===== src/rtl/sort_and_remove_duplicates_core_macros.svh =====
// assertion macros for the sorting de-duplicator
// used by rtl/sort_and_remove_duplicates_core.sv; expects aclk and aresetn in scope
`ifndef SORT_AND_REMOVE_DUPLICATES_CORE_MACROS_SVH
`define SORT_AND_REMOVE_DUPLICATES_CORE_MACROS_SVH

// same-cycle implication
`define SADC_ASSERT_NOW(label, ante, cons, msg) \
    label: assert property (@(posedge aclk) disable iff (!aresetn) (ante) |-> (cons)) \
        else $error(msg);

// next-cycle implication
`define SADC_ASSERT_NEXT(label, ante, cons, msg) \
    label: assert property (@(posedge aclk) disable iff (!aresetn) (ante) |=> (cons)) \
        else $error(msg);

`endif


===== src/rtl/sadc_pkg.sv =====
// types shared by the sorting de-duplicator
// no dependencies
package sadc_pkg;

    typedef struct packed {
        logic signed [31:0] value;
        logic               last_in;
    } in_t;

    typedef struct packed {
        logic signed [31:0] sorted_value;
        logic               last_out;
        logic               overflowed;
    } out_t;

    typedef struct packed {
        logic               ins;
        logic               pop;
        logic signed [31:0] key;
    } ctl_t;

    typedef struct packed {
        logic               valid;
        logic               gt;
        logic signed [31:0] data;
    } link_t;

endpackage


===== src/rtl/sort_and_remove_duplicates_core.sv =====
// Sorting de-duplicator: takes signed 32-bit values one per cycle while s_ready is high,
// and keeps the distinct ones in ascending order in a chain of DEPTH cells that all
// compare against the incoming value at once. After the request flagged last_in is taken,
// the chain drains one value per cycle through the output register while the output is
// not stalled, smallest first, with last_out on the largest and overflowed set if distinct
// values beyond DEPTH were dropped (the largest go). While draining, s_ready is low, so a
// new list waits until all held values (at most DEPTH) have left. Depends on sadc_pkg and
// sort_and_remove_duplicates_core_macros.svh.
module sort_and_remove_duplicates_core #(
    parameter int DEPTH = 16
) (
    input  logic           aclk,
    input  logic           aresetn,
    input  logic           s_valid,
    output logic           s_ready,
    input  sadc_pkg::in_t  s_data,
    output logic           m_valid,
    input  logic           m_ready,
    output sadc_pkg::out_t m_data
);
    import sadc_pkg::*;
    `include "sort_and_remove_duplicates_core_macros.svh"

    localparam link_t EMPTY_LINK = '{valid: 1'b0, gt: 1'b0, data: '0};

    link_t              links [DEPTH];
    logic [DEPTH-1:0]   hits;
    logic [DEPTH-1:0]   cell_valid;
    ctl_t               ctl;
    logic               s_fire, dup, pop;
    logic               drain_reg, drain_next;
    logic               ovf_reg, ovf_next;
    logic               drain_ovf_reg, drain_ovf_next;
    logic               m_valid_reg, m_valid_next;
    out_t               out_reg, out_next;

    assign s_ready = !drain_reg;
    assign s_fire  = s_valid && s_ready;
    assign dup     = |hits;
    assign pop     = drain_reg && links[0].valid && (!m_valid_reg || m_ready);

    assign ctl.ins = s_fire && !dup;
    assign ctl.pop = pop;
    assign ctl.key = s_data.value;

    genvar i;
    generate
        for (i = 0; i < DEPTH; i++) begin : g_cell
            link_t prev_l, next_l;
            if (i == 0) begin : g_first
                assign prev_l = EMPTY_LINK;
            end else begin : g_mid
                assign prev_l = links[i-1];
            end
            if (i == DEPTH - 1) begin : g_end
                assign next_l = EMPTY_LINK;
            end else begin : g_inner
                assign next_l = links[i+1];
            end
            sadc_cell u_cell (
                .aclk      (aclk),
                .aresetn   (aresetn),
                .ctl       (ctl),
                .prev_link (prev_l),
                .next_link (next_l),
                .own_link  (links[i]),
                .hit       (hits[i])
            );
            assign cell_valid[i] = links[i].valid;
        end
    endgenerate

    always_comb begin
        ovf_next       = ovf_reg;
        drain_ovf_next = drain_ovf_reg;
        drain_next     = drain_reg;
        if (s_fire) begin
            ovf_next = ovf_reg || (!dup && links[DEPTH-1].valid);
            if (s_data.last_in) begin
                drain_ovf_next = ovf_next;
                ovf_next       = 1'b0;
                drain_next     = 1'b1;
            end
        end
        if (pop && !links[1].valid) begin
            drain_next = 1'b0;
        end
    end

    always_comb begin
        m_valid_next = m_valid_reg;
        out_next     = out_reg;
        if (pop) begin
            m_valid_next          = 1'b1;
            out_next.sorted_value = links[0].data;
            out_next.last_out     = !links[1].valid;
            out_next.overflowed   = drain_ovf_reg;
        end else if (m_ready) begin
            m_valid_next = 1'b0;
        end
    end

    always_ff @(posedge aclk) begin
        if (!aresetn) begin
            drain_reg     <= 1'b0;
            ovf_reg       <= 1'b0;
            drain_ovf_reg <= 1'b0;
            m_valid_reg   <= 1'b0;
        end else begin
            drain_reg     <= drain_next;
            ovf_reg       <= ovf_next;
            drain_ovf_reg <= drain_ovf_next;
            m_valid_reg   <= m_valid_next;
        end
    end

    always_ff @(posedge aclk) begin
        out_reg <= out_next;
    end

    assign m_valid = m_valid_reg;
    assign m_data  = out_reg;

    // occupied cells always form a prefix of the chain
    `SADC_ASSERT_NOW(a_valid_prefix, 1'b1, (cell_valid & (cell_valid + DEPTH'(1))) == '0, "cell gap")
    // the final request leaves at least one value to drain
    `SADC_ASSERT_NEXT(a_last_drains, s_fire && s_data.last_in, drain_reg && cell_valid[0], "empty drain")
    // a stalled result holds
    `SADC_ASSERT_NEXT(a_out_hold, m_valid_reg && !m_ready, m_valid_reg && $stable(out_reg), "result moved")
    // nothing drains unless a final request started it
    `SADC_ASSERT_NEXT(a_idle_stays, !drain_reg && !(s_fire && s_data.last_in), !drain_reg, "bad drain")

endmodule


===== src/rtl/sadc_cell.sv =====
// one slot of the sorting chain: holds a value and shifts toward either neighbor
// depends on sadc_pkg
module sadc_cell (
    input  logic            aclk,
    input  logic            aresetn,
    input  sadc_pkg::ctl_t  ctl,
    input  sadc_pkg::link_t prev_link,
    input  sadc_pkg::link_t next_link,
    output sadc_pkg::link_t own_link,
    output logic            hit
);
    import sadc_pkg::*;

    logic               valid_reg, valid_next;
    logic signed [31:0] data_reg, data_next;
    logic               gt;

    assign gt  = !valid_reg || (data_reg > ctl.key);
    assign hit = valid_reg && (data_reg == ctl.key);

    assign own_link.valid = valid_reg;
    assign own_link.gt    = gt;
    assign own_link.data  = data_reg;

    always_comb begin
        valid_next = valid_reg;
        data_next  = data_reg;
        if (ctl.pop) begin
            valid_next = next_link.valid;
            data_next  = next_link.data;
        end else if (ctl.ins && gt) begin
            if (prev_link.gt) begin
                valid_next = prev_link.valid;
                data_next  = prev_link.data;
            end else begin
                valid_next = 1'b1;
                data_next  = ctl.key;
            end
        end
    end

    always_ff @(posedge aclk) begin
        if (!aresetn) begin
            valid_reg <= 1'b0;
        end else begin
            valid_reg <= valid_next;
        end
    end

    always_ff @(posedge aclk) begin
        data_reg <= data_next;
    end

endmodule


===== config.mk =====
export PLATFORM = sky130hd
export DESIGN_NAME = sort_and_remove_duplicates_core
export DESIGN_NICKNAME = d
export VERILOG_FILES = /design/src/rtl/sadc_pkg.sv /design/src/rtl/sort_and_remove_duplicates_core.sv /design/src/rtl/sadc_cell.sv
export VERILOG_INCLUDE_DIRS = /design/src /design/src/rtl
export SDC_FILE = /design/constraint.sdc
export NUM_CORES = 2
export LEC_CHECK = 0
export BUFFER_PORTS_ARGS = -buffer_cell sky130_fd_sc_hd__clkbuf_2
export CORE_ASPECT_RATIO = 0.8
export CORE_MARGIN = 3
export CORE_UTILIZATION = 30
export CTS_CLUSTER_SIZE = 30
export DETAILED_ROUTE_END_ITERATION = 7
export SLEW_MARGIN = 20
export SYNTH_ARGS = -nofsm -noshare
export SYNTH_HDL_FRONTEND = slang
export SYNTH_SLANG_ARGS = --single-unit

===== constraint.sdc =====
create_clock -name aclk -period 8.7 [get_ports aclk]
set_input_delay 1.74 -clock aclk [delete_from_list [all_inputs] [get_ports aclk]]
set_output_delay 1.74 -clock aclk [all_outputs]
set_load 0.02 [all_outputs]

==> Word-level counts from Yosys, hierarchy flattened <==
Index checks and enable logic that the tools add are counted.
Widths: inputs -> output; s select.
{ "op_classes": {"order_cmp": 16, "n_mux": 93, "n_bitwise": 1, "n_eq_ne": 16, "n_reduce_logical": 95} }
{ "op_table": {"columns": ["op", "count"], "rows": [
  ["$mux 32", 45],
  ["$eq 32x32->1", 16],
  ["$gt 32x32->1", 16],
  ["$mux 1", 48],
  ["$logic_and 1x1->1", 38],
  ["$reduce_bool 2->1", 16],
  ["$logic_not 1->1", 19],
  ["$logic_or 1x1->1", 18],
  ["$reduce_or 16->1", 1],
  ["$reduce_or 2->1", 2],
  ["$reduce_and 2->1", 1],
  ["$not 1->1", 1]
]} }
{ "word_totals": {"wordCells": 260, "output_inout_bits": 36, "ff_bits": 566, "inputBits": 37} }

==> Logic depth before layout (Yosys ltp) <==
{ "depth": {"depth_word": 8, "depth_mapped": 13, "depth_no_buf": 10} }

==> Modules after synthesis <==
From an unflattened synthesis, not the netlist that was laid out.
{ "hier_totals": {"cells_unflattened": 4317, "hier_area_um2": 41478.5} }
{ "by_module_without_submodules": {"columns": ["module", "n_inst", "area_per_inst_um2", "seq_area_each_um2", "cells_per_inst"], "rows": [
  ["sadc_cell", 16, 2514.9, 980.9, 266],
  ["sort_and_remove_duplicates_core", 1, 1239.9, 1101.1, 61]
]} }

==> Worst setup path after synthesis <==
OpenSTA, ideal clock, no wires.
{ "synth_path": {"path_kind": "input to register", "start": "in s_data[6] (netlist name)", "end": "reg g_cell[7].u_cell.data_reg[0] (enable)", "setup_slack_ps": 2203, "path_buffers": 1, "required_ps": 8234, "cell_stages": 10, "setup_time_ps": 466, "arrival_time_ps": 6031, "path_cell_list": "inv_1 -> ha_1 -> a21oi_1 -> o21ai_0 -> a211o_1 -> o32ai_1 -> mux2i_1 -> nand2_2 -> buf_4 -> o21ai_0"} }
{ "synth_via": {"elab_chain_cells": 7, "word_cells_on_any_way": 39, "classes_between": "1 x order compare; 16 x eq/ne; 22 x reduce/logical"} }
{ "synth_rtl": {"columns": ["element", "line", "text"], "rows": [
  ["start, declared", "sort_and_remove_duplicates_core.sv:16", "input sadc_pkg::in_t s_data,"],
  ["parallel branches: the longest is 5 deep, another holds $gt 32x32->1", null, null],
  ["$logic_and 1x1->1 *", "sadc_cell.sv:31", "end else if (ctl.ins && gt) begin"],
  ["$reduce_bool 2->1 (no line) *", null, null],
  ["end signal, assigned", "sadc_cell.sv:51", "data_reg <= data_next;"],
  ["end, declared", "sadc_cell.sv:15", "logic signed [31:0] data_reg, data_next;"]
]} }
Mark *: on every way between the ends.
A chain may end at the register's enable or synchronous reset.

==> Worst setup path after layout <==
{ "layout_path": {"start": "in s_data[13] (netlist name)", "end": "reg g_cell[13].u_cell.data_reg[22] (enable)"} }
{ "layout_via": {"elab_chain_cells": 7, "word_cells_on_any_way": 39, "classes_between": "1 x order compare; 16 x eq/ne; 22 x reduce/logical"} }
{ "layout_rtl": {"columns": ["element", "line"], "rows": [
  ["parallel branches: the longest is 5 deep, another holds $gt 32x32->1", null],
  ["$logic_and 1x1->1 *", "sadc_cell.sv:31"],
  ["$reduce_bool 2->1 (no line) *", null],
  ["end signal, assigned", "sadc_cell.sv:51"],
  ["end, declared", "sadc_cell.sv:15"]
]} }
Marks and branches as above.

==> impl_metrics.csv <==
group,metric,value,unit
final_layout,fin_util,33.8,%
power_and_ir_drop,power,10.1,mW
clock_tree,h-tree-depth,3,
worst_hold_path,hold_path.class,"flop to flop",
clock_tree,root_buffer,"clkbuf_16",
final_layout,drive_gt1_share,6.85,%
detailed_routing,wl_per_cell,29.2,um
clock_tree,cts.sinks,566,
sta,setup_slack,2.26,ns
clock_tree,clk_pin_slew,0.06,ns
detailed_routing,drc,0,
power_and_ir_drop,switching_share,36.3,%
floorplanning,dieArea,0.135,sq mm
sta,slew_headroom,18.2,%
power_and_ir_drop,combPwrFrac,27.9,%
detailed_routing,drt-pass1-iter-count,7,
power_and_ir_drop,powerDensity,233,mW/mm^2
synth,synth_largest_area_cell,"edfxtp_1",
worst_setup_path,worstSetupStartpointType,"input pin",
synth,ys_types,83,
detailed_routing,drt-initial-drc-count,5394,
placed_design,pre_cts_ws,1.78,ns
detailed_routing,antenna_left,0,
final_layout,fillers,13002,
global_routing,grt_start_max_net_pins,169,
power_and_ir_drop,seq_power_share,41.8,%
worst_setup_path,crit_path_cell_trace,"clkbuf_2 > inv_1 > ha_1 > nand4_1 > nor4_1 > nand4_1 > nand4_1 > nor4_4 > nand2_1 > o21ai_4 > buf_4",
synth,yosysTopAreaCellShare,39.5,%
final_layout,areaGrowthSynthToFinish,11.1,%
floorplanning,fp.dieH,329,um
placed_design,place_inst,5494,
synth,synthCells,3894,
final_layout,nets,4391,
final_layout,multi_input_area,0.0214,sq mm
clock_tree,cts_tree,"yes",
floorplanning,die_w,409,um
clock_tree,clk_path_buf_depth,3,
global_routing,grt_use_total,23.6,%
worst_setup_path,rrSetupSlack,3.80,ns
worst_setup_path,path_max_fanout,19,
synth,synth_seq_cells,566,
detailed_routing,vias,33769,
sta,worst_pin_slew,1.22,ns
sta,hold_viol,0,
global_routing,first_global_vias,30738,
sta,finalCritPeriodShare,74.0,%
floorplanning,start_util,30.4,%
worst_setup_path,arrival,6.71,ns
power_and_ir_drop,pwr-share-clk,30.3,%
sta,whs,0.502,ns
floorplanning,fp.coreArea,0.128,sq mm
final_layout,largest_reg_flops,512,
clock_tree,cts_resized,0,
clock_tree,cts-hold-fix-buffers,0,
synth,synth_edf_count,514,
placed_design,place_area,0.0410,sq mm
synth,synth_warnings,0,
placed_design,post-dp-hpwl,115000,um
worst_setup_path,crit_required,8.97,ns
power_and_ir_drop,vdd_drop_max,0.162,mV
run_status,status,"finished clean",
placed_design,port_buffers,72,
sta,finClkSkew,0.0216,ns
clock_tree,cts_buffers,71,
placed_design,gp_congestion,1.04,
sta,setup-tns-final,0,ns
sta,slew_viol_final,0,
synth,postSynth.asyncResetShare,0,%
global_routing,grt_first_pass_wirelength,231000,um
clock_tree,clock_latency,0.63,ns
synth,synthTopCellsByArea,"edfxtp_1 (40%), ha_1 (16%), mux2i_1 (8.3%), a21oi_1 (6.4%), nand2_1 (4.5%)",
synth,syn-num-nets,4443,
floorplanning,std_cell_rows,117,
final_layout,layout_commonest_cell,"edfxtp_1",
synth,synth_flop_cell,"edfxtp_1",
synth,syn_area_per_cell,10.0,sq um
detailed_routing,viasPerCell,6.00,
final_layout,regArea,0.0165,sq mm
worst_setup_path,critPathCaptureType,"flop",
worst_setup_path,cp_slowest_cell,"o21ai_4",
power_and_ir_drop,internal_power,6.44,mW
final_layout,stdcell_count,5624,
run,drv_cap,0,
worst_setup_path,max_stage_delay,1.06,ns
worst_setup_path,crit_type,"input pin to flop",
synth,seq_area_frac_synth,42.2,%
final_layout,most-common-layout-cells,"edfxtp_1 (514), ha_1 (512), a21oi_1 (501)",
sta,min_period,6.44,ns
detailed_routing,wl,164000,um
worst_setup_path,crit_top_cell,"nand4_1",
sta,rsz0062_at_grt,"false",
global_routing,grt.overflow.total,0,
final_layout,fin_area,0.0434,sq mm
power_and_ir_drop,leakage,16.8,nW
sta,setup_violations,0,
synth,syn_area,0.0390,sq mm
floorplanning,ios,73,
sta,max_freq,155,MHz
global_routing,antenna_found_initial,10,
power_and_ir_drop,switchingPower,3.68,mW
clock_tree,postCtsSetupBuffers,0,
[worst paths after layout]
path / from / end / cells past startpoint
setup / recovery: s_data[13] / g_cell[13].u_cell.data_reg[22] / 11
hold / removal: g_cell[0].u_cell.data_reg[10] / m_data[12] / 0
setup reg to reg: g_cell[6].u_cell.data_reg[12] / g_cell[13].u_cell.data_reg[22] / 9
hold reg to reg: g_cell[0].u_cell.data_reg[10] / m_data[12] / 0
[kinds of logic (layout without fill, tap and decap cells)]
family,count (synthesis),count (layout),synth area share (%)
other cells,0,4,0
fa+ha+maj,512,512,16.4
mux,326,326,8.36
buf+inv,323,324,3.62
compound gates,1065,1065,16.4
flops,566,566,42.2
simple gates,1102,1102,13.0
[per-layer routing]
layer | track usage, % | vias to the layer above | part of all wire, %
met4 | 7.21 | 6 | 3.2
li1 | - | 14765 | -
met3 | 6.22 | 324 | 13
met5 | 0 | - | 0.024
met1 | 35.2 | 16361 | 44
met2 | 32.7 | 2313 | 40
[power by group through the flow]
stage | registers [mW] | clock network [mW] | logic, mW
final | 4.23 | 3.06 | 2.82
after global routing | 4.26 | 3.17 | 3.04
after CTS | 4.20 | 3.08 | 2.73
after detailed placement | 4.25 | 0 | 2.72
after global placement | 4.25 | 0 | 2.67
after floorplan | 3.94 | 0 | 1.82
[worst max-delay path, delay by kind of cell]
family | cells | cell delay (ns)
adders and majority gates | 1 | 0.36
AOI/OAI and AO/OA | 1 | 1.06
and+or+nand+nor | 6 | 2.10
buffers and inverters | 3 | 1.38
[synth_stat cells (6+ instances only)]
cell / n
a21o_1: 59
a221oi_1: 6
dfxtp_1: 52
edfxtp_1: 514
o31ai_1: 7
o21ai_0: 111
o21ai_1: 99
and4_1: 8
nand2b_1: 6
o211ai_1: 147
nor4_1: 19
ha_1: 512
o21a_1: 19
nor3_1: 32
nand2_1: 470
inv_1: 83
nor2b_1: 23
nor2_1: 232
o221ai_1: 6
a311oi_1: 33
nand4_1: 151
buf_4: 22
buf_1: 17
clkbuf_1: 161
nand3_1: 123
mux2i_1: 325
a211oi_1: 19
buf_2: 29
a21oi_1: 502
buf_6: 11
[final cells by class]
class / count / area share [%]
multi-input cells: 3005 / 49.3
flip-flops and latches: 566 / 38.0
well taps: 1725 / 4.98
clock buffers: 88 / 4.43
repair buffers: 115 / 1.66
clock inverters: 38 / 0.914
inverters: 83 / 0.736
diodes: 4 / 0.0231
(Power assumes the default switching activity.)
